### config.mk
export PLATFORM = sky130hd
export DESIGN_NAME = apta_divsqrt
export DESIGN_NICKNAME = d
export VERILOG_FILES = /design/src/sv/apta_pkg.sv /design/src/sv/apta_divsqrt.sv
export SDC_FILE = /design/constraint.sdc
export NUM_CORES = 1
export LEC_CHECK = 0
export ABC_AREA = 1
export CORE_AREA = 2 2 148 222
export DETAILED_ROUTE_END_ITERATION = 10
export DIE_AREA = 0 0 150 224
export DONT_BUFFER_PORTS = 1
export GPL_TIMING_DRIVEN = 0
export PLACE_DENSITY = 0.64
export SETUP_SLACK_MARGIN = 0.5
export SKIP_CTS_REPAIR_TIMING = 1
export SYNTH_ARGS = -nofsm -noshare
export SYNTH_HDL_FRONTEND = slang
export SYNTH_SLANG_ARGS = --single-unit
### constraint.sdc
create_clock -name i_clk -period 3.15 [get_ports i_clk]
set_input_delay 0.315 -clock i_clk [delete_from_list [all_inputs] [get_ports i_clk]]
set_output_delay 0.315 -clock i_clk [all_outputs]
set_load 0.02 [all_outputs]
### src/sv/apta_pkg.sv
// ----------------------------------------------------------------------------
// apta_pkg
// Shared types and codes for the pulse template averager.
// ----------------------------------------------------------------------------
package apta_pkg;

    localparam logic OP_DIV  = 1'b0;
    localparam logic OP_SQRT = 1'b1;

    localparam logic CMD_SEED = 1'b0;
    localparam logic CMD_ACC  = 1'b1;

    localparam int XW    = 64;
    localparam int REM_W = 36;
    localparam int DEN_W = 24;
    localparam int CNT_W = 7;

    typedef struct packed {
        logic             start;
        logic             op;
        logic [CNT_W-1:0] count;
        logic [XW-1:0]    x;
        logic [DEN_W-1:0] den;
    } t_su_req;

    typedef struct packed {
        logic          done;
        logic [XW-1:0] q;
    } t_su_rsp;

endpackage

### src/sv/apta_divsqrt.sv
// ----------------------------------------------------------------------------
// apta_divsqrt
// Shared bit-serial unit: restoring divide (one quotient bit per cycle)
// or integer square root (one root bit per cycle) on one compare-subtract.
// ----------------------------------------------------------------------------
module apta_divsqrt (
    input  logic              i_clk,
    input  logic              i_rst_n,
    input  apta_pkg::t_su_req i_req,
    output apta_pkg::t_su_rsp o_rsp
);

    logic                          r_busy;
    logic                          r_done;
    logic [apta_pkg::CNT_W-1:0]    r_cnt;
    logic                          r_op;
    logic [apta_pkg::XW-1:0]       r_x;
    logic [apta_pkg::XW-1:0]       r_q;
    logic [apta_pkg::REM_W-1:0]    r_rem;
    logic [apta_pkg::DEN_W-1:0]    r_den;

    logic [apta_pkg::REM_W-1:0]    w_sh;
    logic [apta_pkg::REM_W-1:0]    w_trial;
    logic                          w_ge;

    always_comb begin
        if (r_op == apta_pkg::OP_DIV) begin
            w_sh    = {r_rem[apta_pkg::REM_W-2:0], r_x[apta_pkg::XW-1]};
            w_trial = apta_pkg::REM_W'(r_den);
        end else begin
            w_sh    = {r_rem[apta_pkg::REM_W-3:0], r_x[apta_pkg::XW-1 -: 2]};
            w_trial = apta_pkg::REM_W'({r_q[31:0], 2'b01});
        end
        w_ge = (w_sh >= w_trial);
    end

    always_ff @(posedge i_clk) begin
        if (!i_rst_n) begin
            r_busy <= 1'b0;
            r_done <= 1'b0;
        end else begin
            r_done <= 1'b0;
            if (i_req.start) begin
                r_busy <= 1'b1;
            end else if (r_busy && r_cnt == apta_pkg::CNT_W'(1)) begin
                r_busy <= 1'b0;
                r_done <= 1'b1;
            end
        end
    end

    always_ff @(posedge i_clk) begin
        if (i_req.start) begin
            r_cnt <= i_req.count;
            r_op  <= i_req.op;
            r_x   <= i_req.x;
            r_den <= i_req.den;
            r_q   <= '0;
            r_rem <= '0;
        end else if (r_busy) begin
            r_cnt <= r_cnt - apta_pkg::CNT_W'(1);
            r_rem <= w_ge ? (w_sh - w_trial) : w_sh;
            r_q   <= {r_q[apta_pkg::XW-2:0], w_ge};
            r_x   <= (r_op == apta_pkg::OP_DIV) ? (r_x << 1) : (r_x << 2);
        end
    end

    assign o_rsp.done = r_done;
    assign o_rsp.q    = r_q;

endmodule

# Word-level counts from Yosys, hierarchy flattened
# Index checks and enable logic that the tools add are counted.
# op_classes
n_lt_le_gt_ge	1
n_reduce_logical	4
addsub	2
eq_ne	1
n_bitwise	1
mux	11
# op_table
cell	count
two-way mux 64 bit	3
>= comparator 36 x 34 -> 1 bit	1
two-way mux 36 bit	1
two-way mux 35 bit	1
subtractor 35 x 34 -> 35 bit	1
two-way mux 34 bit	1
two-way mux 7 bit	2
equality test 7 x 1 -> 1 bit, second input constant	1
subtractor 7 x 1 -> 7 bit, second input constant	1
nonzero test 2 bit	2
two-way mux 1 bit	3
OR reduction 2 bit	1
logical AND 1 bit	1
NOT 1 bit	1
# word_totals
out_inout_bits	65
inputBits	99
register_bits	197
wordCells	28

# Depth between registers and ports, before layout
# Gate-level depths: netlist of the first run.
# logic_depth
depth_word	4
ltp_mapped	22
ltp_nobuf	20

# Worst setup path after synthesis of the first run
# OpenSTA, ideal clock, no wires.
# synth_timing
kind	register to register
from	register r_busy
to	register r_cnt[0] (netlist bit), enable pin
path_buffers	1
stages_incl_launch_ff	4
required_ns	2.687
setup_slack_ns	-0.043
setup_ns	0.463
t_arrival_ns	2.730
synth_period_minus_slack_ns	3.193
path_cell_list	dfxtp_1 nor2_1 inv_2 clkbuf_1
# synth_between
elab_chain_len	1
# synth_lines
element	line	text
start, declared	apta_divsqrt.sv:13	logic r_busy;
start signal, assigned	apta_divsqrt.sv:39	r_busy <= 1'b0;
start signal, assigned	apta_divsqrt.sv:44	r_busy <= 1'b1;
start signal, assigned	apta_divsqrt.sv:46	r_busy <= 1'b0;
nonzero test 2 bit (no line)	n/a	
end signal, assigned	apta_divsqrt.sv:54	r_cnt <= i_req.count;
end signal, assigned	apta_divsqrt.sv:61	r_cnt <= r_cnt - apta_pkg::CNT_W'(1);
end, declared	apta_divsqrt.sv:15	logic [apta_pkg::CNT_W-1:0] r_cnt;
# No other way between the ends.
# A chain may end at the register's enable or synchronous reset.

# Worst setup path after layout of the first run
# layout_timing
from	register r_op
to	register r_rem[20] (netlist bit)
# layout_between
elab_chain_len	3
elab_cells_between_ends	5
classes_between	add/sub (1); order compare (1); mux (3)
# layout_lines
element	line	text
start, declared	apta_divsqrt.sv:16	logic r_op;
start signal, assigned	apta_divsqrt.sv:55	r_op <= i_req.op;
two-way mux 36 bit or two-way mux 34 bit (tied branches)	apta_divsqrt.sv:27	if (r_op == apta_pkg::OP_DIV) begin
subtractor 35 x 34 -> 35 bit or >= comparator 36 x 34 -> 1 bit (tied branches)	apta_divsqrt.sv:62, apta_divsqrt.sv:34	
two-way mux 35 bit (*)	apta_divsqrt.sv:62	r_rem <= w_ge ? (w_sh - w_trial) : w_sh;
end signal, assigned	apta_divsqrt.sv:62	
end, declared	apta_divsqrt.sv:19	logic [apta_pkg::REM_W-1:0] r_rem;
# Mark *: on every way between the ends. The rest lies on a longest branch, timed or not.

==> reports/results.md, run 1 <==
| Group | Quantity | This run |
|---|---|---|
| outcome | Status | finished, final reports clean |
| floorplanning | Area of the die | 0.0336 mm^2 |
| floorplanning | Horizontal die dimension | 150 um |
| placement | Sum of net half-perimeters after detailed placement | 28700 um |
| sta | Worst Tran Pin Value | 1040 ps |
| sta | Worst rel slew slack | 30.2% |
| synth | Post-synthesis cell type count | 38 |
| drt | Vias | 11500 |
| drt | Routed len/inst | 18.2 um |
| synth | Area of the mapped netlist | 0.0115 mm^2 |
| global routing | Initial antenna violation count | 0 |
| pwr | Power, Total | 0.0144 W |
| global routing | Global-route wire length before repair | 55500 um |
| sta | Min Tclk post-route | 3010 ps |
| cts | Num CTS Buffers | 17 |
| synth | Synthesized instance count | 1646 |
| global routing | Vias in the first global route | 10800 |
| cts | Count of clock tree sinks | 197 |
| final layout | Filler cells | 3026 |
| drt | Via count normalized by instance count | 5.23 |
| drt | Detailed Route Iter0 Violations | 856 |
| pwr | Switch Pwr | 0.00658 W |
| sta | Final-report max-slew violation count | 0 |
| drt | Drt first pass iters | 6 |
| setup path | Critical Setup Path Class | reg -> reg |
| sta | Final setup violation count | 0 |
| global routing | Maximum number of pins on one net before global-route repair | 61 |
| pwr | Maximum VDD drop | 0.595 mV |
| cts | H-Tree Depth | 4 |
| synth | Synthesized area per cell | 7.01 um^2 |
| floorplanning | Chip Height | 224 um |
| sta | Fmax | 332 MHz |
| setup path | Critical path data arrival time | 3380 ps |
| pwr | Sequential share of power | 22.8% |
| setup path | Most prevalent standard cell on the critical path | sky130_fd_sc_hd__nand2_4 |
| sta | Final hold viol count | 0 |
| pwr | Combinational cell fraction of total power | 61.3% |
| synth | Library cell occupying the most area in the post-synthesis netlist | sky130_fd_sc_hd__edfxtp_1 |
| run | Number of max-capacitance violations reported | 0 |
| setup path | Ordered cell list for the critical path | buf_6 > buf_12 > buf_12 > clkbuf_16 > nand2_4 > o21ai_4 > ha_4 > nand2_4 > nor2_4 > nand2_2 > nor2_4 > nand2_4 > nand3_4 > nand3_4 > clkbuf_16 > nand3_2 > nand2_2 > nand2_1 > nand2_1 |
| floorplanning | Initial Util | 36.5% |
| sta | Tcrit/Tclk final | 95.7% |
| hold path | Hold crit path type | in -> reg |
| global routing | GRT Util Overall | 21.3% |
| placement | Weighted congestion reported at the end of routability-driven placement | 0.958 |
| placement | Count of port buffers added during placement | 0 |
| final layout | Post-layout net count | 1909 |
| setup path | Data required time of the critical path | 3510 ps |
| cts | Reg clk slew, reported paths | 90 ps |
| pwr | Static leakage power | 6.68 nW |
| pwr | Relative contribution of the clock network to total power | 15.9% |
| final layout | Final design area excluding fillers | 0.0153 mm^2 |
| drt | Final antenna-violating net count | 0 |
| synth | Number of warnings printed during yosys synthesis | 0 |
| pwr | Internal cell power | 0.00780 W |
| final layout | Leading cell type in the layout, fill and taps excluded | sky130_fd_sc_hd__nand2_1 |
| synth | Part of the Yosys area used for sequential elements | 42.5% |
| setup path | Delay-heaviest family, CP | simple AND/OR/NAND/NOR gates |
| setup path | Critical-path top delay cell | sky130_fd_sc_hd__edfxtp_1 |
| synth | Flip-flop and latch count after synthesis | 197 |
| final layout | Diodes inserted | 0 |
| floorplanning | Top-level I/O count | 164 |
| cts | TritonCTS clock tree | done |
| setup path | Type of element launching the critical path | flip-flop |
| global routing | Remaining global-route overflow | 0 |
| synth | Ranking of synthesized cells by area | sky130_fd_sc_hd__edfxtp_1, sky130_fd_sc_hd__nand2_1, sky130_fd_sc_hd__dfxtp_1 |
| synth | Fraction of synthesized cell area taken by the top area cell type | 25.0% |
| final layout | Most frequent cells in the layout | sky130_fd_sc_hd__nand2_1, sky130_fd_sc_hd__inv_1, sky130_fd_sc_hd__a21oi_1, sky130_fd_sc_hd__nor2_1, sky130_fd_sc_hd__dfxtp_1 |
| drt | Remaining DRCs | 0 |
| setup path | Longest individual stage delay on the worst path | 440 ps |
| final layout | Area of combinational cells with multiple inputs | 0.00676 mm^2 |
| pwr | Net switching fraction of the power | 45.8% |
| setup path | Worst-path maximum fanout | 7 |
| pwr | Pwr dens | 939 mW/mm^2 |
| floorplanning | Floorplan row count | 80 |
| cts | Buffer depth of the longest clock path | 2 |
| setup path | Buffers & Inverters on Critical Path | 5 |
| final layout | Share of layout cells above drive strength 1 | 21.6% |
| cts | Clock latency on the worst-skew pair | 470 ps |
| cts | Root buffer selected by CTS | sky130_fd_sc_hd__clkbuf_16 |
| drt | Post-Route WL | 39900 um |
| sta | Unrepaired setup endpoints after global routing | true |
| floorplanning | Placeable Area | 0.0316 mm^2 |
| final layout | Layout-stage area growth over the synthesis result | 32.7% |
| synth | Post-Syn Nets | 1782 |
| setup path | Worst setup EP type | flip-flop |
| placement | Placed inst area | 0.0121 mm^2 |
| final layout | Area occupied by registers | 0.00490 mm^2 |
| sta | Fin Clk Skew | 16.2 ps |
[state kept, by name, indices dropped and copies added (netlist names)]
register and count:
r_q 64, r_x 64, r_rem 35, r_den 24, r_cnt 7, r_busy 1
r_done 1, r_op 1
[per-stage QoR]
step                std cells  util [%]  setup TNS, ps  hold slack [ps]  setup WS [ps]
global route             2196      48.4              0             9.75           17.1
floorplan                1646         -              0              414            504
finish                   2196      48.4              0             6.74            136
detailed placement       2057      38.3         -21410              414           -717
CTS                      2089      40.3         -21940            -73.6           -739
global placement         2056      38.2         -20580              414           -664
[cell usage after synthesis]
master / n
sky130_fd_sc_hd__ha_1: 36
sky130_fd_sc_hd__o22ai_1: 62
sky130_fd_sc_hd__nand2_1: 564
sky130_fd_sc_hd__dfxtp_1: 101
sky130_fd_sc_hd__buf_1: 5
sky130_fd_sc_hd__buf_2: 2
sky130_fd_sc_hd__o21bai_1: 7
sky130_fd_sc_hd__a31oi_1: 2
sky130_fd_sc_hd__nand3_4: 1
sky130_fd_sc_hd__nand3b_1: 2
sky130_fd_sc_hd__nand3_2: 2
sky130_fd_sc_hd__nor2_2: 9
sky130_fd_sc_hd__nor2_4: 1
sky130_fd_sc_hd__mux2i_1: 1
sky130_fd_sc_hd__inv_1: 225
sky130_fd_sc_hd__fa_1: 1
sky130_fd_sc_hd__o21ai_0: 64
sky130_fd_sc_hd__buf_4: 6
sky130_fd_sc_hd__nand2_2: 3
sky130_fd_sc_hd__nand4_1: 11
sky130_fd_sc_hd__nand3_1: 80
sky130_fd_sc_hd__or2_0: 1
sky130_fd_sc_hd__nor2_1: 120
sky130_fd_sc_hd__buf_6: 4
sky130_fd_sc_hd__xnor2_1: 2
sky130_fd_sc_hd__nand2_4: 1
sky130_fd_sc_hd__clkinv_1: 2
sky130_fd_sc_hd__a21boi_0: 1
sky130_fd_sc_hd__clkbuf_1: 52
sky130_fd_sc_hd__or2_2: 4
sky130_fd_sc_hd__a21oi_2: 2
sky130_fd_sc_hd__nor3_1: 6
sky130_fd_sc_hd__edfxtp_1: 96
sky130_fd_sc_hd__and2_1: 3
sky130_fd_sc_hd__a21oi_1: 148
sky130_fd_sc_hd__xor2_1: 15
sky130_fd_sc_hd__nand4_4: 1
sky130_fd_sc_hd__inv_2: 3
[worst reg2reg max path: stages (launching register included)]
cell and delay [ps]:
sky130_fd_sc_hd__edfxtp_1 440, sky130_fd_sc_hd__buf_6 170, sky130_fd_sc_hd__buf_12 140, sky130_fd_sc_hd__buf_12 160
sky130_fd_sc_hd__clkbuf_16 180, sky130_fd_sc_hd__nand2_4 70, sky130_fd_sc_hd__o21ai_4 80, sky130_fd_sc_hd__ha_4 310
sky130_fd_sc_hd__nand2_4 70, sky130_fd_sc_hd__nor2_4 160, sky130_fd_sc_hd__nand2_2 110, sky130_fd_sc_hd__nor2_4 170
sky130_fd_sc_hd__nand2_4 80, sky130_fd_sc_hd__nand3_4 80, sky130_fd_sc_hd__nand3_4 210, sky130_fd_sc_hd__clkbuf_16 260
sky130_fd_sc_hd__nand3_2 70, sky130_fd_sc_hd__nand2_2 50, sky130_fd_sc_hd__nand2_1 60, sky130_fd_sc_hd__nand2_1 60
[path summary, 6_finish.rpt]
path	cells after the start	endpoint	from	slack, ps
min	2	r_busy	i_rst_n	7
max reg2reg	19	r_rem[20]	r_op	140
min reg2reg	2	r_rem[24]	r_rem[24]	460
max	19	r_rem[20]	r_op	140
[power groups by stage]
stage | registers [W] | logic [W] | clock network, W
CTS | 0.00325 | 0.00556 | 0.00230
floorplan | 0.00326 | 0.00409 | 0
global route | 0.00331 | 0.00949 | 0.00240
global placement | 0.00331 | 0.00551 | 0
detailed placement | 0.00331 | 0.00553 | 0
finish | 0.00328 | 0.00882 | 0.00228
[layout make-up]
cell class / count / share of cell area, %
Sequential cell: 197 / 32.0
Clock inverter: 15 / 1.31
Buffer: 69 / 3.33
Clock buffer: 17 / 2.78
Tap cell: 410 / 3.35
Timing Repair Buffer: 107 / 7.34
Multi-Input combinational cell: 1151 / 44.2
Inverter: 230 / 5.69
[kinds of logic after synthesis]
family,after synthesis,share of synthesized area [%]
and+or+nand+nor,809,28.5
buffers and inverters,299,10.2
AOI/OAI and AO/OA,286,13.3
DFF,197,42.5
adders and majority gates,37,4.08
xor gates and xnor gates,17,1.29
muxes,1,0.0868
[layer usage]
layer	part of all wire, %	track usage [%]
met3	5.7	4.15
met2	53	39.6
met1	35	21.9
met5	0	0
met4	6.7	12.3
(Power assumes the default switching activity.)
==> run 2, diff against run 1 <==
Settings changed: ABC_AREA 1 to 0, CORE_AREA 2 2 148 222 to 2 2 143 215, DIE_AREA 0 0 150 224 to 0 0 145 217.
==> run 2 against run 1 <==
Against the previous run: the run now ends with setup timing left; routed wire length is 29% lower; sequential cell count unchanged; synthesized cell count shrank 35%; non-clock buffer count decreased by 33; global-route usage decreased by 3.9 points; first-iteration DRC count is 58% lower; final area fell by 14%; sequential share of layout area grew 5.4 points; sequential power fell by 5%.
==> reports/results.md, run 2 <==
| Group | Quantity | This run |
|---|---|---|
| synth | Part of the Yosys area used for sequential elements | 45.4% |
| outcome | Status | finished with violations |
| setup path | Critical Setup Path Class | reg -> reg |
| floorplanning | Horizontal die dimension | 145 um |
| cts | Buffer depth of the longest clock path | 2 |
| setup path | Critical path data arrival time | 4090 ps |
| drt | Drt first pass iters | 4 |
| sta | Worst rel slew slack | 43.4% |
| synth | Dominant synthesized flop cell | sky130_fd_sc_hd__dfxtp_1 |
| final layout | Diodes inserted | 0 |
| pwr | Pwr dens | 718 mW/mm^2 |
| pwr | Combinational cell fraction of total power | 42.3% |
| sta | Fin Clk Skew | 8.74 ps |
| drt | Via count normalized by instance count | 5.21 |
| setup path | Data required time of the critical path | 3510 ps |
| cts | Count of clock tree sinks | 197 |
| floorplanning | Top-level I/O count | 164 |
| final layout | Layout-stage area growth over the synthesis result | 21.5% |
| final layout | Final core occ | 44.1% |
| cts | Clock latency on the worst-skew pair | 460 ps |
| drt | Detailed Route Iter0 Violations | 361 |
| sta | Unrepaired setup endpoints after global routing | true |
| final layout | Post-layout net count | 1302 |
| synth | Fraction of synthesized cell area taken by the top area cell type | 26.7% |
| cts | Reg clk slew, reported paths | 80 ps |
| global routing | Initial antenna violation count | 0 |
| placement | Weighted congestion reported at the end of routability-driven placement | 0.883 |
| cts | H-Tree Depth | 4 |
| synth | Count leader, synth | sky130_fd_sc_hd__mux2i_1 |
| synth | Number of warnings printed during yosys synthesis | 0 |
| global routing | Vias in the first global route | 8327 |
| placement | Count of port buffers added during placement | 0 |
| run | Number of max-capacitance violations reported | 0 |
| cts | Num CTS Buffers | 17 |
| global routing | Maximum number of pins on one net before global-route repair | 72 |
| floorplanning | Area of the die | 0.0315 mm^2 |
| sta | Fmax | 268 MHz |
| drt | Remaining DRCs | 0 |
| synth | Flip-flop and latch count after synthesis | 197 |
| synth | Area of the mapped netlist | 0.0108 mm^2 |
| outcome | Violated checks | setup timing |
| global routing | Remaining global-route overflow | 0 |
| cts | TritonCTS clock tree | done |
| synth | Ranking of synthesized cells by area | sky130_fd_sc_hd__edfxtp_1, sky130_fd_sc_hd__dfxtp_1, sky130_fd_sc_hd__mux2i_1 |
| sta | Min Tclk post-route | 3730 ps |
| sta | Final-report max-slew violation count | 0 |
| synth | EDFF count, synth | 96 |
| drt | Vias | 8220 |
| sta | Final hold viol count | 0 |
| synth | Synthesized area per cell | 10.0 um^2 |
| cts | Root buffer selected by CTS | sky130_fd_sc_hd__clkbuf_16 |
| final layout | Most frequent cells in the layout | sky130_fd_sc_hd__mux2i_1, sky130_fd_sc_hd__nand2_1, sky130_fd_sc_hd__nor2_1, sky130_fd_sc_hd__dfxtp_1, sky130_fd_sc_hd__edfxtp_1 |
| floorplanning | Initial Util | 36.3% |
| synth | Post-synthesis cell type count | 61 |
| sta | Final setup violation count | 36 |
| final layout | Share of layout cells above drive strength 1 | 16.5% |
| hold path | Hold crit path type | in -> reg |
| pwr | Internal cell power | 0.00619 W |
| pwr | Maximum VDD drop | 0.467 mV |
| global routing | GRT Util Overall | 17.4% |
| synth | Post-Syn Nets | 1211 |
| sta | Final setup margin | -577 ps |
| setup path | Type of element launching the critical path | flip-flop |
| final layout | Leading cell type in the layout, fill and taps excluded | sky130_fd_sc_hd__mux2i_1 |
| pwr | Switch Pwr | 0.00322 W |
| floorplanning | Chip Height | 217 um |
| drt | Final antenna-violating net count | 0 |
| global routing | Global-route wire length before repair | 43200 um |
| drt | Post-Route WL | 28300 um |
| pwr | Static leakage power | 5.28 nW |
| synth | Library cell occupying the most area in the post-synthesis netlist | sky130_fd_sc_hd__edfxtp_1 |
| pwr | Sequential share of power | 32.9% |
| setup path | Worst setup EP type | flip-flop |
| synth | Most used standard cells in the synthesized netlist | sky130_fd_sc_hd__mux2i_1, sky130_fd_sc_hd__nand2_1, sky130_fd_sc_hd__nor2_1, sky130_fd_sc_hd__dfxtp_1, sky130_fd_sc_hd__edfxtp_1 |
| pwr | Net switching fraction of the power | 34.2% |
| synth | Synthesized instance count | 1075 |
| placement | Sum of net half-perimeters after detailed placement | 20500 um |
| drt | Routed len/inst | 17.9 um |
| final layout | Regs by FF count | r_q x64, r_x x64, r_rem x35 |
| floorplanning | Placeable Area | 0.0298 mm^2 |
| sta | Tcrit/Tclk final | 118% |
| sta | Worst Tran Pin Value | 848 ps |
| synth | FFs w/ async S/R, synth | 0% |
| floorplanning | Floorplan row count | 78 |
| pwr | Relative contribution of the clock network to total power | 24.7% |
| sta | Smallest hold slack | 2.63 ps |
| setup path | Worst-path maximum fanout | 10 |
==> run 2: cell types whose count changed in the layout (fill, tap and decap cells not counted), sizes merged, moves of 21 or more <==
cell,before,now
buf,99,66
nand3,84,9
nand2,568,126
a21oi,150,34
o22ai,62,0
mux2i,1,182
o21ai,64,85
a211oi,0,33
inv,236,17
mux2,0,33
==> run 2: metrics by stage <==
step	setup WS, ps	power (W)	area (um^2)	setup TNS [ps]	cells
6_report	-577	0.00941	13100	-16570	1579
5_1_grt	-664	0.00993	13100	-21050	1579
4_1_cts	-873	0.00862	12000	-28740	1508
3_5_place_dp	-858	0.00626	11400	-27940	1476
3_3_place_gp	-795	0.00622	11400	-26310	1475
2_1_floorplan	-153	0.00562	10900	-2260	1075
==> run 2: final timing paths <==
check,slack [ps],cells past startpoint,to,start
worst max-delay path,-580,17,r_rem[11],r_op
worst min-delay path,3,1,r_busy,i_rst_n
worst max register to register,-580,17,r_rem[11],r_op
worst min register to register,500,2,r_rem[3],r_rem[3]
==> run 2: layout make-up <==
type | count | area (um^2)
plain buffers | 71 | 445
well taps | 400 | 500
inverters | 11 | 41.3
fillers | 2842 | 16600
flip-flops and latches | 197 | 4900
multi-input cells | 796 | 5870
repair buffers | 72 | 734
clock buffers | 17 | 425
clock inverters | 15 | 195
==> run 2: cell families (layout without fill, tap and decap cells) <==
| logic type | Yosys count | after routing | share of synthesized area [%] |
|---|---|---|---|
| compound gates | 210 | 210 | 12.5 |
| xor+xnor | 31 | 31 | 2.51 |
| fa+ha+maj | 37 | 37 | 4.36 |
| flops | 197 | 197 | 45.4 |
| simple gates | 303 | 303 | 11.7 |
| buf+inv | 82 | 186 | 3.14 |
| mux | 215 | 215 | 20.4 |
==> run 2: metal layers <==
layer	wire [um]	track usage (%)	vias to the layer above
li1	-	-	4067
met1	10700	17.6	3936
met2	15100	32.6	170
met3	1570	5.32	47
met4	892	8.15	0
met5	0	0	-
==> run 2: power by group through the flow <==
stage	Combinational [W]	Clock, W	Sequential [W]
2_1_floorplan	0.00252	0	0.00311
3_3_place_gp	0.00306	0	0.00315
3_5_place_dp	0.00310	0	0.00315
4_1_cts	0.00313	0.00239	0.00310
5_1_grt	0.00433	0.00247	0.00313
6_report	0.00398	0.00233	0.00310
==> run 2: critical path, cell delays in order (launching register included) <==
cell,delay [ps]
sky130_fd_sc_hd__edfxtp_1,400
sky130_fd_sc_hd__buf_8,150
sky130_fd_sc_hd__buf_12,130
sky130_fd_sc_hd__buf_12,140
sky130_fd_sc_hd__buf_8,160
sky130_fd_sc_hd__mux2i_2,250
sky130_fd_sc_hd__ha_4,260
sky130_fd_sc_hd__a21o_1,200
sky130_fd_sc_hd__a2111o_1,470
sky130_fd_sc_hd__nand2_4,120
sky130_fd_sc_hd__nor3_2,50
sky130_fd_sc_hd__o311ai_2,300
sky130_fd_sc_hd__nand3b_1,160
sky130_fd_sc_hd__buf_6,160
sky130_fd_sc_hd__buf_12,120
sky130_fd_sc_hd__buf_8,150
sky130_fd_sc_hd__mux2i_1,140
sky130_fd_sc_hd__a211oi_1,250
